===== src/rtl/frp_pkg.sv =====
// Types, constants and constant functions of the fringe rotation phasor.
package frp_pkg;

  localparam int PHASE_BITS    = 32;
  localparam int CORDIC_STAGES = 30;
  localparam int W_ACC         = 89;
  localparam int QUEUE_DEPTH   = 4;
  localparam int QPTR_W        = $clog2(QUEUE_DEPTH);

  localparam logic [63:0] Q60_ONE        = 64'h1000_0000_0000_0000;
  localparam logic [63:0] TWO_PI_Q60     = 64'h6487ED5110B4611A;
  localparam logic [63:0] PI_QUARTER_Q60 = 64'h0C90FDAA22168C23;
  localparam logic [63:0] GAIN_Q60       = 64'd700114967507363238;
  localparam logic signed [31:0] Q30_ONE = 32'sh4000_0000;

  localparam logic [2:0] REG_SIDEBAND   = 3'd0;
  localparam logic [2:0] REG_BIN_COUNT  = 3'd1;
  localparam logic [2:0] REG_PEAK_BIN   = 3'd2;
  localparam logic [2:0] REG_PEAK_DELAY = 3'd3;
  localparam logic [2:0] REG_RECIP      = 3'd4;
  localparam logic [2:0] REG_CLOSURE    = 3'd5;
  localparam logic [2:0] REG_REF_FREQ   = 3'd6;

  localparam logic [1:0] SB_PLUS  = 2'b01;
  localparam logic [1:0] SB_MINUS = 2'b11;
  localparam logic [1:0] SB_TWO   = 2'b10;

  typedef struct packed {
    logic signed [31:0] time_offset;
    logic        [31:0] channel_freq;
    logic signed [47:0] dly_rate;
    logic signed [47:0] multiband_delay;
  } req_t;

  typedef struct packed {
    logic signed [31:0] phasor_real;
    logic signed [31:0] phasor_imag;
  } rsp_t;

  typedef struct packed {
    logic signed [1:0]  sideband_sign;
    logic        [13:0] sbd_bin_count;
    logic        [13:0] sbd_peak_bin;
    logic signed [47:0] sbd_peak_delay;
    logic        [31:0] sbd_spacing_recip;
    logic               closure_optimise;
    logic        [31:0] reference_freq;
  } cfg_t;

  typedef struct packed {
    logic [1:0]            quad;
    logic                  neg;
    logic [PHASE_BITS-1:0] mag;
  } qent_t;

  function automatic logic [63:0] udiv64(input logic [63:0] n, input logic [63:0] d);
    logic [63:0] q;
    logic [63:0] r;
    q = '0;
    r = '0;
    for (int b = 63; b >= 0; b--) begin
      r = {r[62:0], n[b]};
      if (r >= d) begin
        r = r - d;
        q[b] = 1'b1;
      end
    end
    return q;
  endfunction

  // Truncated arctangent series of 2^-i in Q60.
  function automatic logic [63:0] atan_pow2(input int i);
    logic [63:0] sum;
    int sh;
    sum = '0;
    if (i == 0) return PI_QUARTER_Q60;
    for (int k = 0; k < 64; k++) begin
      sh = i * (2 * k + 1);
      if (sh <= 60) begin
        if (k % 2 == 1) sum = sum - udiv64(Q60_ONE >> sh, 64'(2 * k + 1));
        else sum = sum + udiv64(Q60_ONE >> sh, 64'(2 * k + 1));
      end
    end
    return sum;
  endfunction

endpackage


===== src/rtl/frp_queue.sv =====
// Short queue between front and back pipelines.
module frp_queue (
  input  logic           clk,
  input  logic           rst,
  input  logic           push,
  input  frp_pkg::qent_t wdata,
  input  logic           pop,
  output frp_pkg::qent_t rdata,
  output logic           full,
  output logic           empty
);
  import frp_pkg::*;

  qent_t             mem [QUEUE_DEPTH];
  logic [QPTR_W-1:0] wptr;
  logic [QPTR_W-1:0] rptr;
  logic [QPTR_W:0]   count;

  assign full  = (count == (QPTR_W+1)'(QUEUE_DEPTH));
  assign empty = (count == '0);
  assign rdata = mem[rptr];

  always_ff @(posedge clk) begin
    if (rst) begin
      wptr  <= '0;
      rptr  <= '0;
      count <= '0;
    end else begin
      if (push) wptr <= wptr + 1'b1;
      if (pop) rptr <= rptr + 1'b1;
      if (push && !pop) count <= count + 1'b1;
      else if (pop && !push) count <= count - 1'b1;
    end
  end

  always_ff @(posedge clk) begin
    if (push) mem[wptr] <= wdata;
  end
endmodule


===== config.mk =====
export PLATFORM = sky130hd
export DESIGN_NAME = frp_queue
export DESIGN_NICKNAME = d
export VERILOG_FILES = /design/src/rtl/frp_pkg.sv /design/src/rtl/frp_queue.sv
export SDC_FILE = /design/constraint.sdc
export NUM_CORES = 1
export LEC_CHECK = 0
export ABC_AREA = 1
export ABC_CLOCK_PERIOD_IN_PS = 3900
export BUFFER_PORTS_ARGS = -buffer_cell sky130_fd_sc_hd__buf_2
export CORE_ASPECT_RATIO = 1.25
export CORE_MARGIN = 3
export CORE_UTILIZATION = 50
export CTS_CLUSTER_DIAMETER = 80
export DETAILED_ROUTE_END_ITERATION = 8
export PLACE_DENSITY = 0.67
export SYNTH_ARGS = -nofsm -noshare
export SYNTH_HDL_FRONTEND = slang
export SYNTH_SLANG_ARGS = --single-unit

===== constraint.sdc =====
create_clock -name clk -period 3.9 [get_ports clk]
set_input_delay 0.39 -clock clk [delete_from_list [all_inputs] [get_ports clk]]
set_output_delay 0.39 -clock clk [all_outputs]
set_load 0.01 [all_outputs]

Word-level counts from Yosys, hierarchy flattened
Memories as Yosys holds them, arrays and structs flattened. A register that Yosys moved wholly into a read port is not among the register bits.
Cells that the tools add are included.
{"block": "classes", "n_addsub": 4, "multipliers": 0, "div": 0, "order_cmp": 0, "eq_ne": 1, "shift": 0, "muxes": 6, "bitwise": 0, "reduce_logical": 6}
{"operator": "two-way mux 3 bit", "count": 2}
{"operator": "adder 2 x 1 -> 2 bit (second input constant)", "count": 2}
{"operator": "two-way mux 2 bit", "count": 2}
{"operator": "adder 3 x 1 -> 3 bit (second input constant)", "count": 1}
{"operator": "== test 3 bit (second input constant)", "count": 1}
{"operator": "logical NOT 3 bit", "count": 1}
{"operator": "subtractor 3 x 1 -> 3 bit (second input constant)", "count": 1}
{"operator": "logical AND 1 bit", "count": 2}
{"operator": "logical NOT 1 bit", "count": 2}
{"operator": "two-way mux 1 bit", "count": 2}
{"operator": "nonzero test 2 bit", "count": 1}
{"block": "word_totals", "ff_bits": 7, "latch_bits": 0, "ramBits": 140, "rom_bits": 0, "in_bits": 39, "out_inout_bits": 37, "wordCells": 21, "n_memories": 1}
{"memory": "mem", "depth": 4, "width": 35, "rd": 1, "rd_ports_with_merged_regs": 1, "wr": 1, "line_no": "frp_queue.sv:14", "rtl": "qent_t mem [QUEUE_DEPTH];"}

Longest topological paths before layout
{"block": "depth", "ltp_word": 4, "mapped_depth": 10, "mapped_depth_nobuf": 10}

Worst setup path before layout
Ideal clock, no wire load.
{"block": "synth_timing", "path_type": "register to register", "from": "register wptr[0]", "to": "memory mem[2][0] in the netlist's numbering (enable)", "setup_ps": 390, "arrival_ps": 1279, "required_time_ps": 3510, "setup_slack_ps": 2231, "stages_incl_launch_ff": 5, "n_path_buf": 0, "synth_period_minus_slack_ps": 1669, "cell_sequence": "dfxtp_1 inv_1 ha_1 nand2_1 inv_1"}
{"item": "start, declared", "line_no": "frp_queue.sv:15", "rtl": "logic [QPTR_W-1:0] wptr;"}
{"item": "start signal, assigned", "line_no": "frp_queue.sv:29", "rtl": "if (push) wptr <= wptr + 1'b1;"}
{"item": "end, declared", "line_no": "frp_queue.sv:14"}
Straight into the memory's write port.

==> impl_metrics.csv <==
group,metric,value,unit
yosys,synth_area_per_cell,14.2,µm²
cts,post_cts_buffers,0,
layout,multi_input_area,0.00104,mm²
global_routing,grt_max_degree,71,
sta,finalCriticalPeriod,2.55,ns
layout,postLayoutCellArea,0.00662,mm²
route,dr_total_vias,3345,
yosys,synth_warnings,0,
cts,clk_pin_slew_worst_paths,0.06,ns
layout,n_diodes,0,
floorplanning,die_area,0.0126,mm²
route,postRouteWirelength,10700,µm
sta,finalSetupTns,0,ns
power,leakagePower,2.39,nW
sta,worst_pin_slew,0.845,ns
route,drt-initial-drc-count,176,
sta,postLayoutSetupSlackWorst,1.35,ns
global_routing,via_count_of_the_first_global_routing_pass,3344,
floorplanning,fp.coreArea,0.0108,mm²
yosys,ys_ff_latch,149,
power,maximum_vdd_ir_drop,0.385,mV
setup_path,ff2ff_setup_slack,1.75,ns
floorplanning,num_rows,42,
floorplanning,initial_core_utilization,52.2,%
yosys,synthesis.area,0.00562,mm²
min_path,worstHoldPathType,"input port to flop",
route,antenna_left,0,
yosys,synthesis.instances,396,
power,pwr_density_cell,552,mW/mm²
setup_path,r2r_start,"wptr[0]$_SDFFE_PP0P_",
sta,fmaxAchievable,392,MHz
place,globalplace.congestion,0.701,
cts,cts_root_buffer,"clkbuf_16",
route,via_density,5.40,
cts,clock_tree.buffer_depth,2,
outcome,outcome,"finished clean",
setup_path,critical_path_required,3.51,ns
layout,filler_cell_count,818,
cts,cts_resized,0,
setup_path,worstPathArrival,2.16,ns
place,detailed_place.area,0.00608,mm²
min_path,hp-start,"rst",
route,drtPass1Iterations,4,
global_routing,antenna_violations_before_repair,0,
setup_path,crit_path_max_fanout,45,
cts,ctsHtreeMaxLevel,4,
yosys,synthDistinctLibCells,20,
cts,tritoncts,"yes",
setup_path,worst-setup-path-type,"flop to output port",
place,dp_hpwl,6190,µm
sta,slew_headroom,43.3,%
global_routing,grt_pass1_wl,17100,µm
setup_path,critPathCaptureType,"output port",
sta,setup_violations,0,
sta,rsz_0062_raised_after_global_routing,"no",
global_routing,grt.overflow.total,0,
min_path,timing.hold.worst_path_depth,2,
layout,layout-area-overhead-vs-synth,17.8,%
route,drt_drc_violations_left,0,
layout,finish.net_count,520,
floorplanning,io-pin-count,76,
setup_path,depth_of_the_worst_register_to_register_path,5,
sta,finClkSkew,0.0209,ns
cts,total_clock_sinks,149,
floorplanning,die_h,125,µm
setup_path,startpoint_type,"flop",
sta,fin_crit_sh,65.5,%
place,io_buffers,75,
yosys,yosysSeqAreaShare,78.0,%
sta,timing_max_transition_violations_final,0,
route,route.detailed.wl_per_inst,17.3,µm
run,drv_cap,0,
setup_path,reg2reg_to,"mem[2][18]$_DFFE_PP_",
cts,cts_inserted_buffers,17,
cts,post_cts_hold_buffer_count,0,
yosys,syn-num-nets,441,
global_routing,track_usage,18.0,%
cts,insertion_delay,0.41,ns
place,detailedPlace.worstSlack,1.70,ns
layout,drive_gt1_share,22.8,%
layout,seqCellArea,0.00439,mm²
sta,hold_violations,0,
floorplanning,die_width,101,µm
setup_path,crit_path_end,"rdata[17]",
==> sequential cells by signal, indices dropped and copies added, names as in the netlist, named ones only <==
| register | cells |
|---|---|
| rptr | 2 |
| count | 3 |
| wptr | 2 |
| mem | 140 |
==> where the power goes <==
part / total (mW) / internal, mW / leakage (nW) / switching [mW]
Sequential: 1.85 / 1.83 / 1.36 / 0.0258
Clock: 1.50 / 0.921 / 0.267 / 0.575
Combinational: 0.311 / 0.107 / 0.762 / 0.204
Total: 3.66 / 2.85 / 2.39 / 0.804
==> metal layers <==
layer	GRT usage [%]	vias up	part of all wire [%]
met4	6.66	0	0.90
met5	0	-	0
met3	5.66	8	6.5
met2	30.6	100	54
li1	-	1626	-
met1	20.9	1611	39
==> layout make-up <==
| cell class | count | share of cell area (%) |
|---|---|---|
| Clock inverter | 13 | 1.76 |
| Clock buffer | 18 | 6.48 |
| Tap cell | 132 | 2.49 |
| Timing Repair Buffer | 81 | 6.35 |
| Sequential cell | 149 | 66.2 |
| Inverter | 17 | 1.00 |
| Multi-Input combinational cell | 209 | 15.7 |
==> cell usage in the layout, fill, tap and decap left out, types with 8 or more instances in the layout <==
cell	n
clkbuf_16	17
edfxtp_1	140
o21ai_1	21
o21ai_0	54
dfxtp_1	8
buf_2	75
nand2_1	9
nor2_1	76
inv_1	11
o22ai_1	35
==> through the flow <==
stage	util, %	hold WS [ns]	cells	power [mW]
final	61.5	0.141	619	3.66
after global routing	61.5	0.147	619	3.80
after CTS	61.5	0.130	619	3.69
after detailed placement	56.4	0.441	588	2.20
after global placement	56.4	0.427	588	2.19
after floorplan	-	0.412	396	2.07
==> cells by family (layout without fill, tap and decap cells) <==
kind of cell,after synthesis,in the layout,synth area share (%)
adder cells (fa/ha/maj),6,6,1.47
AO/OA/AOI/OAI,113,113,10.8
XOR/XNOR,1,1,0.156
buffers and inverters,38,129,3.52
AND/OR/NAND/NOR,89,89,6.05
flip-flops,149,149,78.0
==> cells in the mapped netlist, drive strengths merged <==
library cell	instances	share of area [%]
nand4	1	0.11
o22ai	35	3.9
ha	5	1.1
fa	1	0.36
nand2	9	0.60
nor2	76	5.1
edfxtp	140	75
xor2	1	0.16
nor3	2	0.18
nand3	1	0.089
dfxtp	9	3.2
a21oi	3	0.27
buf	21	2.3
o21ai	75	6.7
inv	17	1.2
==> worst max-delay path, cell delays in order, from the launching register on <==
cell     delay [ns]
dfxtp_2        0.65
buf_4          0.50
o21ai_1        0.14
o22ai_1        0.26
buf_2          0.19
==> how the worst min path moves through the flow <==
stage                                  to  slack (ns)
floorplan                            flop        0.41
global placement     rptr[1]$_SDFFE_PP0P_        0.43
detailed placement                   flop        0.44
CTS                 count[0]$_SDFFE_PP0P_        0.13
global route        count[0]$_SDFFE_PP0P_        0.15
finish              count[0]$_SDFFE_PP0P_        0.14
Power figures use the tool's default switching activity.
