`config.mk`:
```
export PLATFORM = sky130hd
export DESIGN_NAME = frp_regs
export DESIGN_NICKNAME = d
export VERILOG_FILES = /design/src/rtl/frp_pkg.sv /design/src/rtl/frp_regs.sv
export SDC_FILE = /design/constraint.sdc
export NUM_CORES = 1
export LEC_CHECK = 0
export ABC_AREA = 1
export BUFFER_PORTS_ARGS = -buffer_cell sky130_fd_sc_hd__buf_2
export CORE_MARGIN = 4
export CORE_UTILIZATION = 49
export DETAILED_ROUTE_END_ITERATION = 10
export MAX_ROUTING_LAYER = met4
export PLACE_DENSITY_LB_ADDON = 0.3
export SLEW_MARGIN = 20
export SYNTH_ARGS = -nofsm -noshare
export SYNTH_HDL_FRONTEND = slang
export SYNTH_SLANG_ARGS = --single-unit
export TNS_END_PERCENT = 5
```
`constraint.sdc`:
```
create_clock -name clk -period 2 [get_ports clk]
set_input_delay 0.3 -clock clk [delete_from_list [all_inputs] [get_ports clk]]
set_output_delay 0.3 -clock clk [all_outputs]
set_load 0.005 [all_outputs]
```
`src/rtl/frp_pkg.sv`:
```
// Types, constants and constant functions of the fringe rotation phasor.
package frp_pkg;

  localparam int PHASE_BITS    = 32;
  localparam int CORDIC_STAGES = 30;
  localparam int W_ACC         = 89;
  localparam int QUEUE_DEPTH   = 4;
  localparam int QPTR_W        = $clog2(QUEUE_DEPTH);

  localparam logic [63:0] Q60_ONE        = 64'h1000_0000_0000_0000;
  localparam logic [63:0] TWO_PI_Q60     = 64'h6487ED5110B4611A;
  localparam logic [63:0] PI_QUARTER_Q60 = 64'h0C90FDAA22168C23;
  localparam logic [63:0] GAIN_Q60       = 64'd700114967507363238;
  localparam logic signed [31:0] Q30_ONE = 32'sh4000_0000;

  localparam logic [2:0] REG_SIDEBAND   = 3'd0;
  localparam logic [2:0] REG_BIN_COUNT  = 3'd1;
  localparam logic [2:0] REG_PEAK_BIN   = 3'd2;
  localparam logic [2:0] REG_PEAK_DELAY = 3'd3;
  localparam logic [2:0] REG_RECIP      = 3'd4;
  localparam logic [2:0] REG_CLOSURE    = 3'd5;
  localparam logic [2:0] REG_REF_FREQ   = 3'd6;

  localparam logic [1:0] SB_PLUS  = 2'b01;
  localparam logic [1:0] SB_MINUS = 2'b11;
  localparam logic [1:0] SB_TWO   = 2'b10;

  typedef struct packed {
    logic signed [31:0] time_offset;
    logic        [31:0] channel_freq;
    logic signed [47:0] dly_rate;
    logic signed [47:0] multiband_delay;
  } req_t;

  typedef struct packed {
    logic signed [31:0] phasor_real;
    logic signed [31:0] phasor_imag;
  } rsp_t;

  typedef struct packed {
    logic signed [1:0]  sideband_sign;
    logic        [13:0] sbd_bin_count;
    logic        [13:0] sbd_peak_bin;
    logic signed [47:0] sbd_peak_delay;
    logic        [31:0] sbd_spacing_recip;
    logic               closure_optimise;
    logic        [31:0] reference_freq;
  } cfg_t;

  typedef struct packed {
    logic [1:0]            quad;
    logic                  neg;
    logic [PHASE_BITS-1:0] mag;
  } qent_t;

  function automatic logic [63:0] udiv64(input logic [63:0] n, input logic [63:0] d);
    logic [63:0] q;
    logic [63:0] r;
    q = '0;
    r = '0;
    for (int b = 63; b >= 0; b--) begin
      r = {r[62:0], n[b]};
      if (r >= d) begin
        r = r - d;
        q[b] = 1'b1;
      end
    end
    return q;
  endfunction

  // Truncated arctangent series of 2^-i in Q60.
  function automatic logic [63:0] atan_pow2(input int i);
    logic [63:0] sum;
    int sh;
    sum = '0;
    if (i == 0) return PI_QUARTER_Q60;
    for (int k = 0; k < 64; k++) begin
      sh = i * (2 * k + 1);
      if (sh <= 60) begin
        if (k % 2 == 1) sum = sum - udiv64(Q60_ONE >> sh, 64'(2 * k + 1));
        else sum = sum + udiv64(Q60_ONE >> sh, 64'(2 * k + 1));
      end
    end
    return sum;
  endfunction

endpackage

```
`src/rtl/frp_regs.sv`:
```
// Configuration register file behind the APB-style port.
module frp_regs (
  input  logic               clk,
  input  logic               rst,
  input  logic               psel,
  input  logic               penable,
  input  logic               pwrite,
  input  logic [5:0]         paddr,
  input  logic [63:0]        pwdata,
  output logic [63:0]        prdata,
  output frp_pkg::cfg_t      cfg
);
  import frp_pkg::*;

  logic [2:0] idx;
  logic       wr;

  assign idx = paddr[5:3];
  assign wr  = psel && penable && pwrite;

  always_ff @(posedge clk) begin
    if (rst) begin
      cfg <= '{sbd_spacing_recip: 32'd65536, default: '0};
    end else if (wr) begin
      case (idx)
        REG_SIDEBAND:   cfg.sideband_sign     <= pwdata[1:0];
        REG_BIN_COUNT:  cfg.sbd_bin_count     <= pwdata[13:0];
        REG_PEAK_BIN:   cfg.sbd_peak_bin      <= pwdata[13:0];
        REG_PEAK_DELAY: cfg.sbd_peak_delay    <= pwdata[47:0];
        REG_RECIP:      cfg.sbd_spacing_recip <= pwdata[31:0];
        REG_CLOSURE:    cfg.closure_optimise  <= pwdata[0];
        REG_REF_FREQ:   cfg.reference_freq    <= pwdata[31:0];
        default: ;
      endcase
    end
  end

  always_comb begin
    case (idx)
      REG_SIDEBAND:   prdata = {{62{cfg.sideband_sign[1]}}, cfg.sideband_sign};
      REG_BIN_COUNT:  prdata = {50'd0, cfg.sbd_bin_count};
      REG_PEAK_BIN:   prdata = {50'd0, cfg.sbd_peak_bin};
      REG_PEAK_DELAY: prdata = {{16{cfg.sbd_peak_delay[47]}}, cfg.sbd_peak_delay};
      REG_RECIP:      prdata = {32'd0, cfg.sbd_spacing_recip};
      REG_CLOSURE:    prdata = {63'd0, cfg.closure_optimise};
      REG_REF_FREQ:   prdata = {32'd0, cfg.reference_freq};
      default:        prdata = '0;
    endcase
  end
endmodule

```
# [Yosys cells after proc, flatten, opt, wreduce, memory -nomap -nowiden]
# Cells that the tools add are included.
[totals] input_bits=75 elab_cells=24 register_bits=143
[classes] eq_ne=6 muxes=1 reduce_logical=10
[op_table] cell="$pmux W64 S7" n=1
[op_table] cell="$reduce_and A2 Y1" n=7
[op_table] cell="$eq A3 B3 Y1 const B" n=3
[op_table] cell="$eq A3 B2 Y1 const B" n=2
[op_table] cell="$eq A3 B1 Y1 const B" n=1
[op_table] cell="$logic_not A3 Y1" n=1
[op_table] cell="$logic_and A1 B1 Y1" n=2

# [Logic depth before layout (Yosys ltp)]
[depth] depth_word=3 depth_mapped=9 mapped_depth_nobuf=7

# [Worst setup path after synthesis]
# Ideal clock, no wire load.
[synth_timing] kind="input to output" start="in paddr[3]" end="out prdata[48]" t_required_ns=1.700 stages=7 t_arrival_ns=1.520 setup_slack_ns=0.180 n_path_buf=3 path_cell_list="buf_4 nand2_1 nor2_2 clkbuf_1 nand2_1 nand2_1 buf_4"
[synth_via] elab_chain_cells=2
[synth_lines] element="start: declaration" line_no="frp_regs.sv:8" source="input logic [5:0] paddr,"
[synth_lines] element="$eq A3 B3 Y1 (tied with other cells)" line_no="frp_regs.sv:39" source="case (idx)"
[synth_lines] element="$pmux W64 S7 *" line_no="frp_regs.sv:39"
[synth_lines] element="end: declaration" line_no="frp_regs.sv:10" source="output logic [63:0] prdata,"
# Every way passes the cells marked *; elsewhere a longest branch is shown, timed or not.

# [Worst setup path in the final report]
[layout_timing] start="reg cfg[142] (netlist name)" end="out prdata[11]"
[layout_via] elab_chain_cells=1
[layout_lines] element="start: declaration" line_no="frp_regs.sv:11" source="output frp_pkg::cfg_t cfg"
[layout_lines] element="$pmux W64 S7" line_no="frp_regs.sv:39"
# Every way passes these cells.

==> summary.md <==
| Metric | Value |
|---|---|
| Setup Skew | `0 ps` |
| Area contributors post-synth | `dfxtp_1 40%, nand2_1 20%, nor2_1 16%, nand3_1 5.6%, nand4_1 5.2%` |
| Critical path endpoint category | `output pin` |
| Top delay family on crit path | `simple AND/OR/NAND/NOR gates` |
| Most common cell on crit path | `nand2_1` |
| Layout filler cell count | `1340` |
| HP Class | `in -> reg` |
| Nets | `1441` |
| Regs by FF count | `cfg (143)` |
| TritonCTS buffer count | `17` |
| Synthesized cell area | `7180 sq um` |
| Endpoints failing hold | `0` |
| Routed Antenna Nets | `0` |
| Met3 Track Usage GR | `5.32%` |
| Vias | `7900` |
| WP buf/inv | `2` |
| Vias in the first global route | `6949` |
| Worst-Margin Slew | `477 ps` |
| Crit Path Class | `reg -> out` |
| Total track usage | `27.0%` |
| Syn_nets | `1223` |
| Crit path largest cell delay | `330 ps` |
| Max cap viols | `0` |
| CTS Buffer Depth | `2` |
| Clk slew on worst S/H paths | `60 ps` |
| Minimum clock period | `1840 ps` |
| Crit path DAT | `1540 ps` |
| IO buf count | `262` |
| Post-CTS Setup Bufs | `0` |
| Avg Inst Size Synth | `6.26 sq um` |
| Mapped Cells | `1148` |
| Worst skew pair latency | `420 ps` |
| RePlAce Congestion | `0.848` |
| Period Utilization, post-route | `92.1%` |
| First-pass GRT wire length | `35000 microns` |
| Clock sinks | `143` |
| Full die area | `16700 sq um` |
| Slew Limit Fails | `0` |
| DRT iter0 DRCs | `578` |
| Required @ worst endpoint | `1700 ps` |
| Warning count from the yosys run | `0` |
| Routed wire length | `22300 microns` |
| H-Tree Depth | `4` |
| Final Cell Area | `9160 sq um` |
| Leakage | `4.95 nW` |
| Total grt overflow | `0` |
| Reg with most FFs | `cfg` |
| Cell Area, Placed | `8550 sq um` |
| Layout area overhead | `27.5%` |
| Cts hold-fix bufs | `0` |
| Slew headroom | `68.2%` |
| Height of the die | `129 microns` |
| Core Rows | `43` |
| RSZ-0062 raised after global routing | `no` |
| Share of the synthesized area in the top cell type | `39.9%` |
| First drt pass iteration count | `5` |
| Wire per inst | `14.3 microns` |
| Max Fclk | `543 MHz` |
| DP HPWL | `15500 microns` |
| Core Area | `14100 sq um` |
| M2 GR Usage | `44.7%` |
| Die width | `129 microns` |
| TNS Setup | `0 ps` |
| FF+latch count, synth | `143` |
| Crit path max-delay cell type | `dfxtp_1` |
| CTS tree | `built` |
| IO Pins | `282` |
| Status | `complete, no violations` |
| Largest net degree at the start of global routing | `59` |
| Initial Util | `50.9%` |
| # setup viols final | `0` |
| Seq/Total Area, Yosys | `39.9%` |
| Cell chain of the critical path | `nand3_2 -> buf_4 -> nand2_1 -> nor2_1 -> nand2_1 -> buf_2` |
| Gr busiest metal | `met2` |
| Share of cells above drive strength 1 | `24.8%` |
| Root buf cell | `clkbuf_16` |
| Vias per cell | `5.07` |
| Met1 usage | `33.6%` |
| CP Launch Type | `register` |
| Antenna violations before repair | `1` |
| Power per cell area | `731 nW/um^2` |
| VDD IR-drop max | `0.000569 V` |
| Max reg flops | `143` |
| Final Power | `0.00670 W` |
| Worst-path maximum fanout | `16` |
| Area leader, netlist | `dfxtp_1` |
| # DRC | `0` |
| Synth unique cells | `21` |
-- layer usage --
layer | part of all wire [%] | vias to the layer above
met5 | 0 | -
met4 | 1.5 | 0
met3 | 8.7 | 25
met2 | 49 | 337
met1 | 41 | 3579
li1 | - | 3959
-- Yosys cell counts --
library cell,instances
nor2_4,3
o21ai_0,1
inv_2,1
clkinv_1,1
inv_4,2
dfxtp_1,143
nand2_1,384
nand3_1,81
nor2_1,303
buf_2,25
nor2_2,6
nand3_4,1
nor2_8,1
buf_1,15
buf_6,11
o21ai_1,1
inv_1,64
nand3_2,2
buf_4,25
clkbuf_1,18
nand4_1,60
-- worst min-delay path, cell delays in order --
cell and delay, ps:
buf_2 90, nand2_1 50, nand3_1 60
-- where the power goes --
group          internal [W]  switching [W]  total, W
Clock               0.00204        0.00119   0.00322
Combinational      0.000196       0.000363  0.000559
Sequential          0.00289      0.0000293   0.00292
Total               0.00512        0.00158   0.00670
-- per-stage QoR --
step           utilization [%]  std cells  worst slack (ps)  hold WS (ps)
6_report                  65.0       1558               158           108
5_1_grt                   65.0       1558              25.0           108
4_1_cts                   64.9       1557               110           101
3_5_place_dp              60.7       1527               126           489
3_3_place_gp              60.7       1527               166           483
2_1_floorplan                -       1148               180           426
-- worst paths after layout --
path / depth (start not counted) / slack [ps] / to / startpoint
max reg2reg: 2 / 1350 / cfg[59] / cfg[59]
min: 3 / 110 / cfg[49] / pwdata[16]
max: 6 / 160 / prdata[11] / cfg[142]
min reg2reg: 2 / 490 / cfg[102] / cfg[102]
-- kinds of logic (layout without fill, tap and decap cells) --
logic type      after synthesis  in the layout  share of synthesized area, %
flops                       143            143                          39.9
buf+inv                     162            391                          11.4
simple gates                841            841                          48.6
compound gates                2              2                         0.139
other cells                   0              1                             0
-- layout make-up --
type | count | area (sq um) | area share (%)
Antenna cell | 1 | 2.50 | 0.0273
Clock buffer | 20 | 467 | 5.09
Clock inverter | 10 | 138 | 1.50
Inverter | 68 | 263 | 2.87
Multi-Input combinational cell | 843 | 3520 | 38.4
Sequential cell | 143 | 2860 | 31.3
Tap cell | 180 | 225 | 2.46
Timing Repair Buffer | 293 | 1680 | 18.4
-- repair_timing --
action	4_1_cts	5_1_grt
endpoints found under the hold margin	0	0
setup endpoints to repair	0	5
gates resized for setup	0	1
-- layout by cell type (no fill, tap or decap), drive strengths merged --
| cell type | instances |
|---|---|
| bufinv | 3 |
| diode | 1 |
| nand4 | 60 |
| inv | 68 |
| buf | 293 |
| nand3 | 84 |
| nor2 | 313 |
| dfxtp | 143 |
| clkinvlp | 5 |
| o21ai | 2 |
| clkbuf | 20 |
| nand2 | 384 |
| clkinv | 2 |
(Power assumes the default switching activity.)
